[config.mk]
export PLATFORM = sky130hd
export DESIGN_NAME = llf_mul
export DESIGN_NICKNAME = d
export VERILOG_FILES = /design/src/rtl/llf_pkg.sv /design/src/rtl/llf_mul.sv
export SDC_FILE = /design/constraint.sdc
export NUM_CORES = 2
export LEC_CHECK = 0
export BUFFER_PORTS_ARGS = -buffer_cell sky130_fd_sc_hd__buf_2
export CORE_MARGIN = 2
export CORE_UTILIZATION = 35
export CTS_CLUSTER_SIZE = 8
export DETAILED_ROUTE_END_ITERATION = 10
export SLEW_MARGIN = 0
export SYNTH_ARGS = -nofsm -noshare
export SYNTH_HDL_FRONTEND = slang
export SYNTH_SLANG_ARGS = --single-unit
[constraint.sdc]
create_clock -name clk -period 6.8 [get_ports clk]
set_input_delay 0.34 -clock clk [delete_from_list [all_inputs] [get_ports clk]]
set_output_delay 0.34 -clock clk [all_outputs]
set_load 0.01 [all_outputs]
[src/rtl/llf_pkg.sv]
// ----------------------------------------------------------------------------
// llf_pkg
// shared types, constants and the saturator table of the ladder lowpass filter
// ----------------------------------------------------------------------------
package llf_pkg;

    // internal ticks per input sample (power of two) and ladder depth
    localparam int OVERSAMPLE     = 2;
    localparam int STAGE_COUNT    = 4;
    // saturator table size, power of two
    localparam int SAT_TABLE_SIZE = 256;

    localparam int TICK_W  = (OVERSAMPLE > 1) ? $clog2(OVERSAMPLE) : 1;
    localparam int OS_SHIFT = $clog2(OVERSAMPLE);
    localparam int STG_W   = (STAGE_COUNT > 1) ? $clog2(STAGE_COUNT) : 1;
    localparam int SAT_IDX_W = $clog2(SAT_TABLE_SIZE);
    localparam int FRAC_W  = 29 - SAT_IDX_W;

    localparam int SAMPLE_W = 24;
    localparam int G_W      = 24;
    localparam int FB_W     = 25;
    localparam int CFG_W    = 25;
    localparam int STATE_W  = 32;
    localparam int IN27_W   = 28;
    localparam int X_W      = 38;
    localparam int MUL_A_W  = 33;
    localparam int MUL_B_W  = 26;
    localparam int PROD_W   = MUL_A_W + MUL_B_W;
    localparam int ACC_W    = STATE_W + $clog2(OVERSAMPLE) + 1;

    localparam logic [G_W-1:0]  G_RESET  = G_W'(531822);
    localparam logic [FB_W-1:0] FB_RESET = FB_W'(3355443);

    typedef enum logic [0:0] {
        REG_STAGE_COEF    = 1'b0,
        REG_FEEDBACK_GAIN = 1'b1
    } reg_index_t;

    typedef enum logic [3:0] {
        ST_IDLE,
        ST_IN_MUL,
        ST_FB_MUL,
        ST_X_FORM,
        ST_SAT_MUL,
        ST_SAT_FORM,
        ST_STG_MUL,
        ST_STG_UPD,
        ST_OUT_FORM
    } llf_state_t;

    typedef struct packed {
        logic                 neg;
        logic                 over;
        logic [23:0]          lo;
        logic [23:0]          diff;
        logic [FRAC_W-1:0]    frac;
    } sat_lookup_t;

    typedef logic [SAT_TABLE_SIZE:0][23:0] sat_rom_t;

    // unsigned long division, only for table construction at elaboration
    function automatic logic [63:0] udiv64(input logic [63:0] n, input logic [63:0] d);
        logic [63:0] q;
        logic [64:0] rem;
        q   = '0;
        rem = '0;
        for (int b = 63; b >= 0; b--)
        begin
            rem = {rem[63:0], n[b]};
            if (rem >= {1'b0, d})
            begin
                rem  = rem - {1'b0, d};
                q[b] = 1'b1;
            end
        end
        return q;
    endfunction

    // tanh(8*i/N) in Q1.23, evaluated at elaboration
    function automatic sat_rom_t build_sat_rom();
        sat_rom_t   rom;
        logic [63:0] h;
        logic [63:0] term;
        logic [63:0] acc;
        logic [63:0] r;
        logic [63:0] p;
        logic [63:0] num;
        logic [63:0] den;
        rom  = '0;
        h    = (64'd8 << 32) >> SAT_IDX_W;
        acc  = 64'd1 << 32;
        term = 64'd1 << 32;
        for (int k = 1; k <= 12; k++)
        begin
            term = udiv64((term * h) >> 32, 64'(k));
            if ((k & 1) == 1)
                acc = acc - term;
            else
                acc = acc + term;
        end
        r = acc;
        p = 64'd1 << 32;
        for (int k = 0; k <= SAT_TABLE_SIZE; k++)
        begin
            num    = (64'd1 << 32) - p;
            den    = (64'd1 << 32) + p;
            rom[k] = 24'(udiv64((num << 23) + (den >> 1), den));
            p      = (p * r + (64'd1 << 31)) >> 32;
            p      = (p * r + (64'd1 << 31)) >> 32;
        end
        return rom;
    endfunction

    localparam sat_rom_t SAT_ROM = build_sat_rom();

    // clip a 36-bit sum to the 32-bit state range
    function automatic logic signed [STATE_W-1:0] sat32(input logic signed [35:0] v);
        logic signed [STATE_W-1:0] res;
        if (v > 36'sh0_7FFF_FFFF)
            res = 32'sh7FFF_FFFF;
        else if (v < -36'sh0_8000_0000)
            res = 32'sh8000_0000;
        else
            res = v[STATE_W-1:0];
        return res;
    endfunction

endpackage

[src/rtl/llf_mul.sv]
// ----------------------------------------------------------------------------
// llf_mul
// shared signed multiplier with registered product
// ----------------------------------------------------------------------------
module llf_mul (
    input  logic                                 clk,
    input  logic signed [llf_pkg::MUL_A_W-1:0]   op_a,
    input  logic signed [llf_pkg::MUL_B_W-1:0]   op_b,
    output logic signed [llf_pkg::PROD_W-1:0]    prod
);
    import llf_pkg::*;

    logic signed [PROD_W-1:0] prod_reg;
    logic signed [PROD_W-1:0] prod_next;

    assign prod_next = PROD_W'(op_a) * PROD_W'(op_b);

    always_ff @(posedge clk)
    begin
        prod_reg <= prod_next;
    end

    assign prod = prod_reg;

endmodule

# Yosys cells after proc, flatten, opt, wreduce, memory -nomap -nowiden
# Index checks and enable logic that the tools add are counted.
classes:
  multipliers: 1
ops:
  columns: ["cell", "n"]
  rows:
  - ["$mul A33 B26 Y59", 1]
totals:
  wordCells: 2
  input_bits: 60
  reg_bits: 59
  output_inout_bits: 59

# Logic depth before layout (Yosys ltp)
depth:
  ltp_word: 1
  mapped_depth: 27
  mapped_depth_nobuf: 25

# Worst setup path before layout
# No wires, ideal clock.
synth_timing:
  kind: "input-to-reg"
  start: "in op_a[32] in the netlist's numbering"
  end: "reg prod_reg[55], in the netlist prod[55]"
  n_path_buf: 2
  path_slack_ps: -110
  setup_time_ps: 57
  required_time_ps: 6743
  path_stages: 25
  t_arrival_ps: 6853
  cell_sequence: "clkbuf_1 > nand2_1 > inv_1 > fa_1 > fa_1 > inv_1 > fa_1 > inv_1 > fa_1 > fa_1 > fa_1 > inv_1 > fa_1 > inv_1 > ha_1 > clkbuf_1 > a211oi_1 > o21bai_1 > a211oi_1 > o21ai_0 > nor4b_4 > nor3b_2 > or4_1 > a21oi_1 > o41a_2"
synth_via:
  elab_chain_cells: 1
synth_rtl:
  columns: ["item", "line", "rtl"]
  rows:
  - ["start: declaration", "llf_mul.sv:7", "input logic signed [llf_pkg::MUL_A_W-1:0] op_a,"]
  - ["$mul A33 B26 Y59", "llf_mul.sv:16", "assign prod_next = PROD_W'(op_a) * PROD_W'(op_b);"]
  - ["net prod_next[55]", "llf_mul.sv:14", "logic signed [PROD_W-1:0] prod_next;"]
  - ["end signal: assignment", "llf_mul.sv:20", "prod_reg <= prod_next;"]
  - ["end: declaration", "llf_mul.sv:13", "logic signed [PROD_W-1:0] prod_reg;"]
# The timed path passes the listed nets, and every way through them passes these cells.

# Worst setup path after layout
layout_timing:
  start: "in op_b[4] in the netlist's numbering"
  end: "reg prod_reg[55], in the netlist prod[55]"
layout_via:
  elab_chain_cells: 1
layout_rtl:
  columns: ["item", "line", "rtl"]
  rows:
  - ["start: declaration", "llf_mul.sv:8", "input logic signed [llf_pkg::MUL_B_W-1:0] op_b,"]
  - ["$mul A33 B26 Y59", "llf_mul.sv:16", null]
  - ["net prod_next[55]", "llf_mul.sv:14", null]
# The timed path passes the listed nets, and every way through them passes these cells.

==> flow_summary.toml <==
[die]
die-height_um = 303
io_pins = 119
rows = 109
fp.coreArea_sq_um = 88500
initial_core_util = 0.354
die_w_um = 303
die-area_sq_um = 91900

[yosys]
synthTopCellsByArea = "fa_1 (56%), inv_1 (10%), and2_1 (7.1%)"
synthesis.area_per_instance_sq_um = 9.30
synth_most_common_cell = "fa_1"
synth_commonest_cells = "fa_1 (878), inv_1 (860), nand2_1 (511)"
syn-cell-area_sq_um = 31300
synthMuxAreaShare = 0
yosysUniqueCellTypes = 69
synth-seq-cells = 59
synth.largest_area_cell = "fa_1"
synth_fa_ha_area_frac = 0.625
synthSimpleGateAreaFrac = 0.157
yosys.area_share.xor_xnor = 0.0185
synth-main-ff-cell = "dfxtp_1"
synth_top_family_by_area = "adder cells"
syn_nets = 4465
synthCells = 3367
synth_compound_area_frac = 0.0378
ys_seq_area_frac = 0.0377
yosys_warnings = 0
synth_edf_count = 0
netlist.area_leader.share = 0.561
synthArstFlopShare = 0

[sta]
setup_viol = 0
hold_violations = 0
rsz0062_at_grt = "true"
worst_slew_pin_slew_ns = 0.558
period_minus_slack_ns = 6.67
slew_headroom = 0.624
fmax_mhz = 150
final.period_utilization = 0.980
maxSlewViolCount = 0
fin_tns_setup_ns = 0

[global_routing]
overflow = 0
grt_pass1_vias = 25133
antenna_found_initial = 6
grt.total_usage = 0.194
grt_pass1_wl_mm = 136
grt_max_degree = 25

[outcome]
violations = "design-rule violations"
status = "complete, but fails checks"

[placed_design]
post-place-cells = 4908
gp_congestion = 0.883
dp_hpwl_mm = 76.7
io_buffers = 118

[worst_setup_path]
crit_arrival_ns = 6.98
path_class = "in -> reg"
cp_top_family = "adder cells"
critPathLaunchType = "primary input"
cp_slowest_cell = "fa_1"
cp_common_cell = "fa_1"
path_depth = 24
crit_chain = "clkbuf_4 -> buf_4 -> buf_4 -> nand2_1 -> fa_1 -> fa_1 -> inv_1 -> fa_1 -> ha_1 -> fa_1 -> inv_1 -> fa_1 -> fa_1 -> inv_1 -> ha_1 -> a21oi_1 -> o211ai_4 -> a211oi_4 -> o211ai_4 -> nor4b_4 -> nor3b_4 -> or4_4 -> a21oi_2 -> o41a_2"
cp_slowest_stage_delay_ns = 0.55
cp_num_buf_inv = 6
cp_max_fo = 13
cp.required_ns = 7.12
end_kind = "register"

[cells_and_area]
num-fill-cells = 8718
final_util = 0.419
stdcell_count = 4927
final_nets = 4854
layout.area.seq_sq_um = 1180
multi_input_area_sq_um = 26500
largest_reg_flops = 59
drive_above_1_share = 0.165
syn_to_final_growth_pct = 18.4

[min_path]
min_to = "prod[2]$_DFF_P_"
hold_class = "in -> reg"
hold_depth = 4
min_from = "op_b[2]"

[route]
drc_errors = 2
drtPass1Iterations = 9
vias = 22944
wl_met2_mm = 44.7
wirelength_mm = 84.4
avgViaCountPerCell = 4.66
dr.first_iter.drc_count = 1188
antenna_left = 0
dr_wl_met3_mm = 3.28
highest_layer = "met5"
wl_met1_mm = 33.5
post_drt_wl_per_cell_um = 17.1

[cts]
htreeDepth = 3
cts_sinks = 59
cts_buffers = 9
root_buffer = "clkbuf_16"
cts_hold_buf = 0
clk_pin_slew_ns = 0.06
clockBufferDepth = 2
cts_tree = "done"

[run]
drv_cap = 0
how the worst max path moves through the flow:
| stage | startpoint | endpoint | slack (ns) |
|---|---|---|---|
| finish | op_b[4] | prod[55]$_DFF_P_ | 0.13 |
| global placement | op_b[2] | prod[58]$_DFF_P_ | -0.50 |
| floorplan | op_a[32] | prod[55]$_DFF_P_ | 0.06 |
| detailed placement | op_b[2] | prod[55]$_DFF_P_ | -0.56 |
| global route | op_b[6] | prod[57]$_DFF_P_ | -0.09 |
| CTS | op_a[11] | prod[55]$_DFF_P_ | 0.004 |
tightest hold or removal path, delay by kind of cell:
| family | cells | cell delay, ns |
|---|---|---|
| buf+inv | 2 | 0.36 |
| simple gates | 1 | 0.14 |
| fa+ha+maj | 1 | 0.12 |
metal layers:
layer / track usage / vias to the layer above
met1: 0.242 / 12001
li1: - / 10390
met3: 0.0226 / 103
met2: 0.351 / 446
met5: 0 / -
met4: 0.0586 / 4
cells by family (layout without fill, tap and decap cells):
| group | after synthesis | after routing |
|---|---|---|
| fa+ha+maj | 1038 | 1038 |
| xor+xnor | 66 | 66 |
| compound gates | 174 | 174 |
| flops | 59 | 59 |
| simple gates | 1004 | 1004 |
| buf+inv | 1026 | 1419 |
| other cells | 0 | 2 |
cells in the final DEF, fill, tap and decap left out, types with 7 or more instances in the layout:
cell       count
a21o_1        27
a21oi_1       46
and2_1       356
and3_1         9
buf_12        38
buf_2         99
buf_4        388
buf_6          7
clkbuf_16     10
clkbuf_4       9
dfxtp_1       59
fa_1         866
fa_2          12
ha_1         152
ha_4           8
inv_1        859
nand2_1      509
nand2b_1      13
nand3_1       12
nand4_1       16
nor2_1        49
o21ai_0       25
o21bai_1      11
xnor2_1       41
xor2_1        25
area by class of cell:
type,count,share of cell area
Clock inverter,4,0.00138
Clock buffer,11,0.00655
Inverter,861,0.0872
Multi-Input combinational cell,2282,0.716
Antenna cell,2,0.000135
Timing Repair Buffer,543,0.118
Tap cell,1165,0.0393
Sequential cell,59,0.0319
per-stage QoR:
| stage | setup WS, ns | hold slack [ns] | area (sq um) |
|---|---|---|---|
| 6_report | 0.134 | 0.635 | 37100 |
| 5_1_grt | -0.0903 | 0.649 | 37000 |
| 4_1_cts | 0.00382 | 0.617 | 36700 |
| 3_5_place_dp | -0.557 | 0.734 | 36400 |
| 3_3_place_gp | -0.502 | 0.733 | 36400 |
| 2_1_floorplan | 0.0552 | 0.467 | 31300 |
timing repair:
item | CTS | global route
endpoints found under the hold margin | 0 | 0
gates cloned | 0 | 1
setup endpoints to repair | 6 | 20
pin swaps | 0 | 31
setup buffers | 0 | 1
gates resized for setup | 3 | 85
Power is left out: the tool's default activity adds up to more than one toggle a clock period on the data nets, which glitch-free logic cannot reach.
